$ cat src/rtl/core/slrpm_pkg.sv
// Shared types and constants for the source line risk pattern matcher.
package slrpm_pkg;

   // Window of newest line bytes seen by the compare logic, the incoming byte included
   localparam int WINDOW_BYTES = 11;
   localparam int BYTE_BITS    = 8;

   // Special byte codes
   localparam logic [BYTE_BITS-1:0] NEWLINE_BYTE = 8'd10;
   localparam logic [BYTE_BITS-1:0] NUL_BYTE     = 8'd0;

   // Full compare window, newest byte in the low byte lane
   typedef logic [WINDOW_BYTES*BYTE_BITS-1:0] win_type;

   // Stored history: the window without the incoming byte
   typedef logic [(WINDOW_BYTES-1)*BYTE_BITS-1:0] history_type;

   // One sticky flag per pattern group
   typedef struct packed {
      logic launch;
      logic str;
      logic mem;
   } hits_type;

endpackage

$ cat src/rtl/core/slrpm_matcher.sv
// Parallel compare of the byte window against every call name and suffix pattern.
module slrpm_matcher (
   input  slrpm_pkg::win_type  win,
   output slrpm_pkg::hits_type hits
);
   import slrpm_pkg::*;

   localparam int NAME_COUNT   = 18;
   localparam int SUFFIX_COUNT = 4;
   localparam int TEXT_BYTES   = 8;

   typedef logic [TEXT_BYTES*BYTE_BITS-1:0] text_type;
   typedef logic [3:0] text_len_type;
   typedef enum logic [1:0] {
      GROUP_LAUNCH,
      GROUP_STRING,
      GROUP_MEMORY
   } group_type;

   // Call names, right aligned: last character in the low byte lane
   localparam text_type NAME_TEXT [NAME_COUNT] = '{
      "system", "popen", "exec", "execve", "execl", "execlp", "execle", "execv",
      "execvp", "execvpe", "gets", "strcpy", "strcat", "sprintf", "vsprintf",
      "memcpy", "memmove", "memset"
   };
   localparam text_len_type NAME_LEN [NAME_COUNT] = '{
      4'd6, 4'd5, 4'd4, 4'd6, 4'd5, 4'd6, 4'd6, 4'd5,
      4'd6, 4'd7, 4'd4, 4'd6, 4'd6, 4'd7, 4'd8,
      4'd6, 4'd7, 4'd6
   };
   localparam group_type NAME_GROUP [NAME_COUNT] = '{
      GROUP_LAUNCH, GROUP_LAUNCH, GROUP_LAUNCH, GROUP_LAUNCH, GROUP_LAUNCH,
      GROUP_LAUNCH, GROUP_LAUNCH, GROUP_LAUNCH, GROUP_LAUNCH, GROUP_LAUNCH,
      GROUP_STRING, GROUP_STRING, GROUP_STRING, GROUP_STRING, GROUP_STRING,
      GROUP_MEMORY, GROUP_MEMORY, GROUP_MEMORY
   };

   // Suffixes that follow a call name
   localparam text_type SUFFIX_TEXT [SUFFIX_COUNT] = '{"(", " (", "\t(", "\t ("};
   localparam text_len_type SUFFIX_LEN [SUFFIX_COUNT] = '{4'd1, 4'd2, 4'd2, 4'd3};

   // True when the text ends the window at the given distance from the newest byte
   function automatic logic tail_match(input win_type w, input text_type text,
                                       input text_len_type len, input int offset);
      logic ok;
      ok = 1'b1;
      for (int i = 0; i < TEXT_BYTES; i++) begin
         if ((i < int'(len)) &&
             (w[(offset + i)*BYTE_BITS +: BYTE_BITS] != text[i*BYTE_BITS +: BYTE_BITS])) begin
            ok = 1'b0;
         end
      end
      return ok;
   endfunction

   // Compare every suffix and name pair, fold hits per group
   always_comb begin
      logic sfx_ok;
      logic name_ok;
      hits = '0;
      for (int s = 0; s < SUFFIX_COUNT; s++) begin
         sfx_ok = tail_match(win, SUFFIX_TEXT[s], SUFFIX_LEN[s], 0);
         for (int k = 0; k < NAME_COUNT; k++) begin
            name_ok = sfx_ok && tail_match(win, NAME_TEXT[k], NAME_LEN[k], int'(SUFFIX_LEN[s]));
            case (NAME_GROUP[k])
               GROUP_LAUNCH: hits.launch = hits.launch | name_ok;
               GROUP_STRING: hits.str    = hits.str | name_ok;
               GROUP_MEMORY: hits.mem    = hits.mem | name_ok;
               default:      hits        = hits;
            endcase
         end
      end
   end

endmodule

$ cat src/rtl/core/source_line_risk_pattern_matcher.sv
// Result: a beat that closes a line (newline or end of file) shows its result
//    on the rsp_ port in the cycle after acceptance, from the result register.
// Throughput: one req_ beat per cycle while the result register is free or being drained;
//    line state and the result register update together, but beats stall while a waiting result is not taken.
// Reset (synchronous, active high) clears the byte history, hit flags, NUL flag
//    and the result valid; the block accepts beats in the first cycle after reset.
module source_line_risk_pattern_matcher (
   input  logic clock,
   input  logic reset,
   input  logic req_valid,
   output logic req_ready,
   input  logic [7:0] req_text_byte,
   input  logic req_end_of_file,
   output logic rsp_valid,
   input  logic rsp_ready,
   output logic rsp_command_injection_hit,
   output logic rsp_buffer_overflow_hit,
   output logic rsp_memory_corruption_hit
);
   import slrpm_pkg::*;

   history_type history_ff, history_in;
   hits_type    seen_ff, seen_in;
   logic        past_nul_ff, past_nul_in;
   logic        rsp_valid_ff, rsp_valid_in;
   hits_type    rsp_hits_ff, rsp_hits_in;

   win_type  win;
   hits_type byte_hits;
   hits_type line_hits;
   logic     accept;
   logic     is_newline;
   logic     take;
   logic     close;

   // Compare window: stored history plus the incoming byte
   assign win = {history_ff, req_text_byte};

   slrpm_matcher u_matcher (
      .win  (win),
      .hits (byte_hits)
   );

   // Accept while the result register is free or being drained
   assign req_ready  = !rsp_valid_ff || rsp_ready;
   assign accept     = req_valid && req_ready;
   assign is_newline = (req_text_byte == NEWLINE_BYTE);
   assign take       = !is_newline && (req_text_byte != NUL_BYTE) && !past_nul_ff;
   assign close      = is_newline || req_end_of_file;
   assign line_hits  = seen_ff | (take ? byte_hits : hits_type'('0));

   // Advance line state: shift in taken bytes, stick hits, note a NUL, clear at line end
   always_comb begin
      history_in  = history_ff;
      seen_in     = seen_ff;
      past_nul_in = past_nul_ff;
      if (accept) begin
         if (close) begin
            history_in  = '0;
            seen_in     = '0;
            past_nul_in = 1'b0;
         end else begin
            if (!is_newline && (req_text_byte == NUL_BYTE)) begin
               past_nul_in = 1'b1;
            end
            if (take) begin
               history_in = win[(WINDOW_BYTES-1)*BYTE_BITS-1:0];
               seen_in    = line_hits;
            end
         end
      end
   end

   // Load the result register on a closing beat, drop it once taken
   always_comb begin
      rsp_valid_in = rsp_valid_ff;
      rsp_hits_in  = rsp_hits_ff;
      if (accept && close) begin
         rsp_valid_in = 1'b1;
         rsp_hits_in  = line_hits;
      end else if (rsp_ready) begin
         rsp_valid_in = 1'b0;
      end
   end

   always_ff @(posedge clock) begin
      if (reset) begin
         history_ff   <= '0;
         seen_ff      <= '0;
         past_nul_ff  <= 1'b0;
         rsp_valid_ff <= 1'b0;
      end else begin
         history_ff   <= history_in;
         seen_ff      <= seen_in;
         past_nul_ff  <= past_nul_in;
         rsp_valid_ff <= rsp_valid_in;
      end
   end

   // Result payload needs no reset
   always_ff @(posedge clock) begin
      rsp_hits_ff <= rsp_hits_in;
   end

   assign rsp_valid                 = rsp_valid_ff;
   assign rsp_command_injection_hit = rsp_hits_ff.launch;
   assign rsp_buffer_overflow_hit   = rsp_hits_ff.str;
   assign rsp_memory_corruption_hit = rsp_hits_ff.mem;

endmodule

$ cat config.mk
export PLATFORM = sky130hd
export DESIGN_NAME = source_line_risk_pattern_matcher
export DESIGN_NICKNAME = d
export VERILOG_FILES = /design/src/rtl/core/slrpm_pkg.sv /design/src/rtl/core/slrpm_matcher.sv /design/src/rtl/core/source_line_risk_pattern_matcher.sv
export SDC_FILE = /design/constraint.sdc
export NUM_CORES = 1
export LEC_CHECK = 0
export ABC_AREA = 0
export BUFFER_PORTS_ARGS = -buffer_cell sky130_fd_sc_hd__buf_2
export CORE_ASPECT_RATIO = 1.25
export CORE_MARGIN = 2
export CORE_UTILIZATION = 45
export CTS_BUF_LIST = sky130_fd_sc_hd__clkbuf_8
export DETAILED_ROUTE_END_ITERATION = 8
export MAX_ROUTING_LAYER = met4
export PLACE_DENSITY = 0.6
export SYNTH_ARGS = -nofsm -noshare
export SYNTH_HDL_FRONTEND = slang
export SYNTH_SLANG_ARGS = --single-unit
$ cat constraint.sdc
create_clock -name clock -period 3.3 [get_ports clock]
set_clock_uncertainty 0.1 [all_clocks]
set_input_delay 0.66 -clock clock [delete_from_list [all_inputs] [get_ports clock]]
set_output_delay 0.66 -clock clock [all_outputs]
set_load 0.05 [all_outputs]
### Yosys cells after proc, flatten, opt, wreduce, memory -nomap -nowiden

Index checks and enable logic that the tools add are counted.

* word-level logic and storage cells: 553
* input port bits: 13
* output and inout bits: 5
* bits in registers: 88

* reduce and logical (&&, ||, !) cells: 89
* bitwise logic cells: 70
* eq/ne operators: 102
* muxes and demuxes: 283

Operators with widths (count)
* $ne 8x7->1 const B: 97
* $mux 1: 278
* $mux 80: 2
* $logic_and 1x1->1: 77
* $or 1x1->1: 69
* $ne 8x4->1 const B: 2
* $ne 8x6->1 const B: 2
* $mux 3: 3
* $eq 8x4->1 const B: 1
* $logic_not 8->1: 1
* $reduce_bool 8->1: 1
* $reduce_bool 2->1: 3
* $reduce_and 2->1: 2
* $logic_not 1->1: 3
* $or 3x3->3: 1
* $logic_or 1x1->1: 2

### Logic depth before layout (Yosys ltp)

Gate-level depths: netlist of run 1.

* word-level depth: 51
* depth in mapped cells: 9
* mapped depth without buffers: 7

### Cells and area by module

Synthesis of run 1 repeated with hierarchy kept, for this count alone.

* cell total of the unflattened synthesis: 601
* area total of the unflattened synthesis: 5063.6 µm²

Modules (own cells, without submodules)
* source_line_risk_pattern_matcher: area each 3308.2 µm², cells an instance 316, instances 1, sequential area each 1791.7 µm²
* slrpm_matcher: area each 1755.4 µm², cells an instance 285, instances 1, sequential area each 0.0 µm²

### Worst setup path before layout of run 1

No wires, ideal clock.

* path type: input -> register
* start: in req_text_byte[7]
* end: reg history_ff[10]
* stages: 7
* path buffers: 1
* arrival: 2411 ps
* library setup time: 65 ps
* path slack: 723 ps
* data required time: 3135 ps
* path through: or4_1 > nor4_1 > nor2_1 > o31ai_2 > clkbuf_1 > a22oi_1 > nor2_1

* cells in the longest elaborated chain, start to end: 6
* elaborated cells between the ends (all ways): 9
* those cells by class: 1 x eq/ne; 1 x mux; 7 x reduce/logical

RTL lines
* start, declared: line source_line_risk_pattern_matcher.sv:12 `input logic [7:0] req_text_byte,`
* $eq 8x4->1: line source_line_risk_pattern_matcher.sv:47 `assign is_newline = (req_text_byte == NEWLINE_BYTE);`
* $logic_not 1->1: line source_line_risk_pattern_matcher.sv:48 `assign take = !is_newline && (req_text_byte != NUL_BYTE) && !past_nul_ff;`
* $logic_and 1x1->1 (2 in series): line source_line_risk_pattern_matcher.sv:48
* $reduce_bool 2->1 (no source line)
* $reduce_and 2->1 (no source line)
* end signal, assigned: line source_line_risk_pattern_matcher.sv:93 `history_ff <= history_in;`
* end, declared: line source_line_risk_pattern_matcher.sv:22 `history_type history_ff, history_in;`

Several ways; a longest one is shown, not always the timed one.
A chain may end at the register's enable or synchronous reset.

==> run metrics, run 1 <==
status=finished, final reports clean; routed vias/inst=6.75; diode count=0; Yosys reg bits=80; HP Class=reg -> reg; Layout Cell Area excl Fill=0.00511 sq mm; Net Sw Frac=27.2%; vias in the first global route=4558; largest fanout on the critical path=8; Layout area overhead=9.03%; post-layout util=50.5%; hold_buf cts=0; nets@finish=598; CTS max path bufs=2; Starting Density=46.4%; Std-Cell Rows=41; Total Power=0.00177 W; Final Slew Violations=0; Seq/Total Area, Yosys=34.8%; initial DRC count=624; Post-synth top flop=dfxtp_1; clock-pin slew on the worst setup and hold paths=0.09 ns; CTS tree=done; post-layout min period=3.05 ns; Int Power=0.00129 W; Setup CP Type=reg -> reg; H-Tree Level Count=3; Worst-Margin Slew=0.899 ns; Worst slew margin=39.3%; Max IR drop VDD=0.000265 V; Post-DP Area=0.00493 sq mm; WL per Instance=22.2 um; warnings from Yosys=0; placer congestion estimate=1.05; crit path DAT=3.18 ns; Max-Cap Viols=0; clock sinks=80; Die X=95.3 um; share of cells above drive strength 1=10.2%; Synth Instances=588; critical path cell sequence=nand4bb_1, or4_1, nor3_1, a41oi_1, o41ai_1, a221oi_1, o21bai_1; Mean Syn Cell Area=7.97 sq um; part of the power in combinational logic=6.5%; final setup TNS=0 ns; GR Util met3=6.27%; routing usage on met1=36.8%; Final Hold Fails=0; final non-filler cell total=719; layer with the highest usage=met2; Switch Pwr=0.000482 W; Post-DRT Antenna Nets=0; CTS root buffer=clkbuf_8; DR DRC count=0; initial antenna violation count=0; CP top delay family=simple AND/OR/NAND/NOR gates; met2 Track Usage GR=46.3%; Max stage delay on crit path=0.77 ns; final period utilization=92.3%; Pwr Density=347 mW/mm^2; final setup fails=0; via count=4854; Clock Latency Late Sink=0.38 ns; Mapped Area=0.00468 sq mm; post_cts resized=0; max frequency=328 MHz; commonest non-fill, non-tap cells in the layout=nor2_1, dfxtp_1, a22oi_1, nand2_1; slowest cell on the critical path=o41ai_1; CP startpoint kind=flop; Die Height=118 um; Lkg Pwr=1.49 nW; register share of total power=56.0%; HPWL after DPL=11.7 mm; cts bufs inserted=9; Worst setup EP type=flop; Core ar.=0.0101 sq mm; Setup Buffers After CTS=0; Syn Nets=601; clock network power share=37.5%; count of cell types in the netlist=58; total track usage=30.2%; Port Buffers=17; global-route wire length before repair=25.6 mm; asr flop ratio synth=0%; IO Pins=18; commonest non-fill, non-tap cell in the layout=nor2_1; worst path buffer plus inverter count=0; RSZ-0062 raised after global routing=no; die area=0.0112 sq mm; final wirelength=15.9 mm; EDFF count, synth=3; required time of the critical path=3.43 ns; placed insts=703; first drt pass iteration count=7; largest net degree at the start of global routing=75; grt ovf=0
synthesized netlist by cell type, types with 2 or more instances:
| cell type | count | area (sq um) |
|---|---|---|
| nor2_1 | 101 | 379 |
| dfxtp_1 | 77 | 1540 |
| a22oi_1 | 74 | 556 |
| clkbuf_1 | 49 | 184 |
| nand2_1 | 29 | 109 |
| nor3_1 | 23 | 115 |
| nor4_1 | 23 | 144 |
| nand4_1 | 20 | 125 |
| nand2b_1 | 18 | 113 |
| nand4b_1 | 14 | 123 |
| nand3_1 | 13 | 65.1 |
| nor2b_1 | 13 | 81.3 |
| nand3b_1 | 10 | 75.1 |
| or3_1 | 9 | 56.3 |
| a21oi_1 | 8 | 40.0 |
| nor4bb_1 | 8 | 80.1 |
| or4_1 | 8 | 60.1 |
| and4b_1 | 7 | 70.1 |
| nor4b_1 | 6 | 52.6 |
| inv_1 | 5 | 18.8 |
| nand4bb_1 | 5 | 56.3 |
| a31oi_1 | 4 | 25.0 |
| and3_1 | 4 | 25.0 |
| and3b_1 | 4 | 35.0 |
| nor3b_1 | 4 | 30.0 |
| o21ai_1 | 4 | 20.0 |
| or4b_1 | 4 | 40.0 |
| or4bb_1 | 4 | 45.0 |
| edfxtp_1 | 3 | 90.1 |
| a211oi_1 | 2 | 15.0 |
| a21o_1 | 2 | 15.0 |
| a32oi_1 | 2 | 17.5 |
| a41oi_1 | 2 | 17.5 |
| o21bai_1 | 2 | 15.0 |
| o32ai_1 | 2 | 17.5 |
| o41ai_1 | 2 | 17.5 |
| or2_2 | 2 | 12.5 |
worst reg2reg max path, cell delays in order, from the launching register on:
cell,delay (ns)
dfxtp_1,0.35
nand4bb_1,0.37
or4_1,0.64
nor3_1,0.22
a41oi_1,0.08
o41ai_1,0.77
a221oi_1,0.19
o21bai_1,0.18
per-stage QoR:
step | hold slack [ns] | setup WS [ns]
finish | 0.354 | 0.254
floorplan | 0.323 | 0.723
CTS | 0.355 | 0.562
detailed placement | 0.343 | 0.419
global placement | 0.338 | 0.464
global route | 0.404 | 0.161
flip-flops by register name, indices dropped and copies added (netlist names):
signal and cells:
history_ff 72, seen_ff 3, past_nul_ff 1, rsp_buffer_overflow_hit 1, rsp_command_injection_hit 1, rsp_memory_corruption_hit 1, rsp_valid 1
cell type report:
| type | instances | area, sq um |
|---|---|---|
| multi-input cells | 454 | 2870 |
| inverters | 5 | 18.8 |
| clock buffers | 9 | 124 |
| fillers | 999 | 5000 |
| well taps | 129 | 161 |
| repair buffers | 35 | 245 |
| clock inverters | 7 | 55.1 |
| flip-flops and latches | 80 | 1630 |
power groups by stage:
stage	sequential, W	clock (W)	combinational [W]
2_1_floorplan	0.00101	0	0.0000763
3_3_place_gp	0.00101	0	0.000114
3_5_place_dp	0.00101	0	0.000115
4_1_cts	0.000992	0.000685	0.000116
5_1_grt	0.000994	0.000718	0.000125
6_report	0.000992	0.000665	0.000115
per-layer routing:
metal	vias to the layer above	part of all wire, %
li1	2244	-
met1	2314	41
met2	212	47
met3	84	6.3
met4	0	6.3
met5	-	0
path summary, 6_finish.rpt:
| path | slack, ns | cells past startpoint | from | end |
|---|---|---|---|---|
| setup reg to reg | 0.25 | 7 | history_ff[31] | rsp_buffer_overflow_hit |
| hold reg to reg | 0.35 | 2 | seen_ff[2] | seen_ff[2] |
| hold / removal | 0.35 | 2 | seen_ff[2] | seen_ff[2] |
| setup / recovery | 0.25 | 7 | history_ff[31] | rsp_buffer_overflow_hit |
logic make-up after synthesis:
logic type / Yosys count / synth area share (%)
simple gates: 336 / 41.9
compound gates: 117 / 18.8
flops: 80 / 34.8
buf+inv: 54 / 4.33
xor+xnor: 1 / 0.187
Note: power is estimated with default switching activity, not from simulation.
==> inputs of run 2 (changes only) <==
- clock period: 3.3 -> 3.8 ns (I/O delays scaled with it)
==> run 2 against run 1 <==
Against the previous run:
- power decreased by 6.8%
- wire length increased by 3.4%
- setup slack improved by 0.51 ns
- largest cell class unchanged
- combinational power decreased by 17%
- first-iteration DRC count decreased by 44%
- die area unchanged
- critical path depth increased by 1
- register-to-register slack improved by 0.63 ns
- non-clock buffer count decreased by 12
- global-route usage increased by 0.18 points
- sequential power decreased by 13%
- sequential share of layout area increased by 0.46 points
==> run metrics, run 2 (same netlist as run 1, synthesis figures left out) <==
final setup fails=0; Final Slew Violations=0; final period utilization=80.0%; cts bufs inserted=9; most used cell, CP=nor2_1; worst path buffer plus inverter count=2; fin worst setup slack=0.760 ns; largest reg by FF count=history_ff; slowest cell on the critical path=o31ai_4; hold path start=seen_ff[1]; Total Power=0.00165 W; Placement Setup Slack=0.411 ns; part of the power in combinational logic=5.8%; R2R cell count=7; Starting Density=46.4%; worst reg2reg path endpoint=rsp_command_injection_hit; H-Tree Level Count=3; Core ar.=0.0101 sq mm; Final Hold Fails=0; routed vias/inst=6.91; largest registers=history_ff: 72 flops, seen_ff: 3 flops; via count=4876; Die X=95.3 um; post-layout min period=3.04 ns; HPWL after DPL=11.8 mm; Max IR drop VDD=0.000217 V; hold_buf cts=0; Layout area overhead=7.48%; Post-DP Area=0.00483 sq mm; final setup TNS=0 ns; IO Pins=18; die area=0.0112 sq mm; RR Startpoint=history_ff[18]; placer congestion estimate=1.02; Std-Cell Rows=41; max frequency=329 MHz; status=finished, final reports clean; Pwr Density=328 mW/mm^2; nets@finish=586; DR DRC count=0; sink of the worst hold path=seen_ff[1]; crit path DAT=3.24 ns; Die Height=118 um; critical path cell sequence=buf_2, or4_1, nor4_1, nor2_1, o31ai_4, buf_12, a22oi_1, nor2_1; HP Class=reg -> reg; CTS root buffer=clkbuf_8; RSZ-0062 raised after global routing=no; Setup Buffers After CTS=0; global-route wire length before repair=25.5 mm; hold depth=2; Net Sw Frac=24.9%; clock sinks=80; Int Power=0.00124 W; commonest non-fill, non-tap cells in the layout=nor2_1, dfxtp_1, a22oi_1, nand2_1; share of cells above drive strength 1=7.97%; Port Buffers=17; diode count=0; clock network power share=42.0%; largest net degree at the start of global routing=75; final wirelength=16.5 mm; initial antenna violation count=0; total track usage=30.4%; Setup CP Type=in -> reg; Layout Cell Area excl Fill=0.00503 sq mm; clock-pin slew on the worst setup and hold paths=0.09 ns; CP startpoint kind=input port; CP top delay family=simple AND/OR/NAND/NOR gates; register area=0.00163 sq mm; post_cts resized=0; hold_ws=0.344 ns; Worst slew margin=30.2%; first drt pass iteration count=6; Clock Latency Late Sink=0.37 ns; Switch Pwr=0.000412 W; Lkg Pwr=1.45 nW; max FFs per register=72; required time of the critical path=4.00 ns; register share of total power=52.2%; commonest non-fill, non-tap cell in the layout=nor2_1; CTS max path bufs=2; WL per Instance=23.4 um; grt ovf=0; CTS tree=done; largest fanout on the critical path=50; Max-Cap Viols=0; reg2reg setup slack=0.88 ns; Layout fillers=1012; Worst-Margin Slew=1.05 ns; initial DRC count=352; Worst setup EP type=flop; Post-DRT Antenna Nets=0; vias in the first global route=4504; Max stage delay on crit path=0.84 ns; area occupied by multi-input gates=0.00287 sq mm
## run 2: changes by cell type in the layout (fill, tap and decap cells not counted), sizes merged
cell and change:
clkinv -2, clkinvlp -1, bufinv +2, buf -12
## run 2: stage by stage
stage	instances	utilization, %
floorplan	588	-
detailed placement	691	47.8
global route	706	49.8
global placement	691	47.8
finish	706	49.8
CTS	706	49.8
## run 2: cell type report
cell class	instances	area share, %
well taps	129	3.21
multi-input cells	454	57.0
clock buffers	9	2.46
clock inverters	6	1.69
inverters	5	0.373
flip-flops and latches	80	32.4
repair buffers	23	2.83
## run 2: worst max-delay path by stage
stage	startpoint	end	slack [ns]	cells past startpoint
2_1_floorplan	req_text_byte[7]	history_ff[10]	1.12	7
3_3_place_gp	req_text_byte[7]	history_ff[39]	0.49	8
3_5_place_dp	req_text_byte[7]	history_ff[69]	0.41	8
4_1_cts	req_text_byte[7]	history_ff[69]	0.79	8
5_1_grt	req_text_byte[7]	history_ff[40]	0.60	8
6_report	req_text_byte[7]	history_ff[32]	0.76	8
## run 2: per-layer routing
metal | vias up | GRT usage, % | routed length, um
met5 | - | - | 0
met4 | 0 | 14.7 | 827
met3 | 71 | 4.48 | 996
met2 | 237 | 47.7 | 7920
met1 | 2345 | 37.8 | 6750
li1 | 2223 | - | -
## run 2: power groups by stage
stage / Sequential, W / Clock (W) / Combinational, W
final: 0.000862 / 0.000694 / 0.0000960
after global routing: 0.000863 / 0.000733 / 0.000105
after CTS: 0.000861 / 0.000709 / 0.0000952
after global placement: 0.000881 / 0 / 0.0000925
after detailed placement: 0.000881 / 0 / 0.0000949
after floorplan: 0.000878 / 0 / 0.0000663
## run 2: tightest hold or removal path, cell delays in order, from the launching register on
cell	delay [ns]
dfxtp_1	0.31
nand2_1	0.05
o21ai_1	0.05
==> inputs of run 3 (changes only) <==
- clock period: 3.8 -> 3.2 ns (I/O delays scaled with it)
==> run 3 against run 2 <==
Against the previous run:
- register-to-register slack worse by 0.49 ns
- first-iteration DRC count is 7.7% higher
- critical path depth fell by 1
- sequential share of layout area shrank 0.82 points
- via count about the same
- critical path type is now reg -> reg
- largest power group unchanged
==> run metrics, run 3 (same netlist as run 1, synthesis figures left out) <==
CTS root buffer=clkbuf_8; CTS tree=done; commonest non-fill, non-tap cell in the layout=nor2_1; Final Hold Fails=0; largest fanout on the critical path=6; hold path start=seen_ff[2]; commonest non-fill, non-tap cells in the layout=nor2_1, dfxtp_1, a22oi_1, nand2_1; share of cells above drive strength 1=10.3%; max FFs per register=72; H-Tree Level Count=3; final period utilization=87.9%; Starting Density=46.4%; Worst setup EP type=flop; CP startpoint kind=flop; Setup CP Type=reg -> reg; status=finished, final reports clean; Core ar.=0.0101 sq mm; Final Slew Violations=0; HPWL after DPL=12.0 mm; clock-pin slew on the worst setup and hold paths=0.10 ns; largest net degree at the start of global routing=75; Clock Latency Late Sink=0.38 ns; Lkg Pwr=1.52 nW; register area=0.00163 sq mm; largest registers=history_ff: 72 flops, seen_ff: 3 flops; Setup Buffers After CTS=0; CP top delay family=simple AND/OR/NAND/NOR gates; total track usage=30.2%; Die Height=118 um; Critical path origin=history_ff[56]; initial DRC count=379; post_cts resized=0; vias in the first global route=4590; critical path cell sequence=or4b_1, or4_1, nor4_1, a22oi_1, o21ai_1, a221oi_1, o21bai_1; hold_buf cts=0; first drt pass iteration count=5; post-layout min period=2.81 ns; final wirelength=16.2 mm; Layout fillers=1004; Pwr Density=377 mW/mm^2; RSZ-0062 raised after global routing=no; area occupied by multi-input gates=0.00287 sq mm; die area=0.0112 sq mm; Switch Pwr=0.000525 W; Int Power=0.00142 W; nets@finish=599; Max stage delay on crit path=0.54 ns; Std-Cell Rows=41; Post-DRT Antenna Nets=0; global-route wire length before repair=25.4 mm; Worst slew margin=48.1%; DR DRC count=0; final setup fails=0; IO Pins=18; largest reg by FF count=history_ff; Layout area overhead=10.3%; initial antenna violation count=0; reg2reg setup slack=0.39 ns; clock sinks=80; placer congestion estimate=1.03; CTS max path bufs=2; Die X=95.3 um; Port Buffers=17; routed vias/inst=6.77; Worst-Margin Slew=0.768 ns; Net Sw Frac=27.0%; cts bufs inserted=9; hold_ws=0.346 ns; Max IR drop VDD=0.000191 V; register share of total power=52.5%; max frequency=355 MHz; clock network power share=41.0%; WL per Instance=22.6 um; via count=4873; part of the power in combinational logic=6.5%; diode count=0; slowest cell on the critical path=or4b_1; Max-Cap Viols=0; required time of the critical path=3.32 ns; HP Class=reg -> reg; worst path buffer plus inverter count=0; crit path DAT=2.94 ns; RR Startpoint=history_ff[56]; grt ovf=0; final setup TNS=0 ns
run 3: routing by layer:
layer / GRT usage, % / part of all wire (%)
met1: 36.0 / 41
met2: 46.9 / 47
met3: 5.06 / 5.8
met4: 18.6 / 6.3
met5: - / 0
run 3: cell type report:
type / instances / area share, %
Multi-Input combinational cell: 454 / 55.6
Clock buffer: 9 / 2.40
Clock inverter: 7 / 1.57
Sequential cell: 80 / 31.6
Inverter: 5 / 0.363
Timing Repair Buffer: 36 / 5.38
Tap cell: 129 / 3.12
run 3: path summary, 6_finish.rpt:
check | endpoint | cells past startpoint
setup / recovery | rsp_buffer_overflow_hit | 7
setup reg to reg | rsp_buffer_overflow_hit | 7
hold reg to reg | seen_ff[2] | 2
hold / removal | seen_ff[2] | 2
run 3: metrics by stage:
stage	instance area [sq um]	util, %	instances	worst slack, ns	total power [W]
after floorplan	4680	-	588	0.643	0.00112
after global placement	4960	49.1	704	0.435	0.00117
after detailed placement	4960	49.1	704	0.290	0.00117
after CTS	5170	51.1	720	0.422	0.00197
after global routing	5170	51.1	720	0.238	0.00201
final	5170	51.1	720	0.386	0.00195
run 3: power by group through the flow:
stage          logic [W]  clock network, W  registers [W]
5_1_grt         0.000136          0.000847        0.00102
6_report        0.000126          0.000799        0.00102
3_3_place_gp    0.000123                 0        0.00104
2_1_floorplan  0.0000787                 0        0.00104
3_5_place_dp    0.000126                 0        0.00104
4_1_cts         0.000127          0.000820        0.00102
run 3: worst reg2reg max path, cell delays in order, from the launching register on:
cell,delay (ns)
dfxtp_1,0.37
or4b_1,0.54
or4_1,0.44
nor4_1,0.49
a22oi_1,0.13
o21ai_1,0.26
a221oi_1,0.17
o21bai_1,0.16
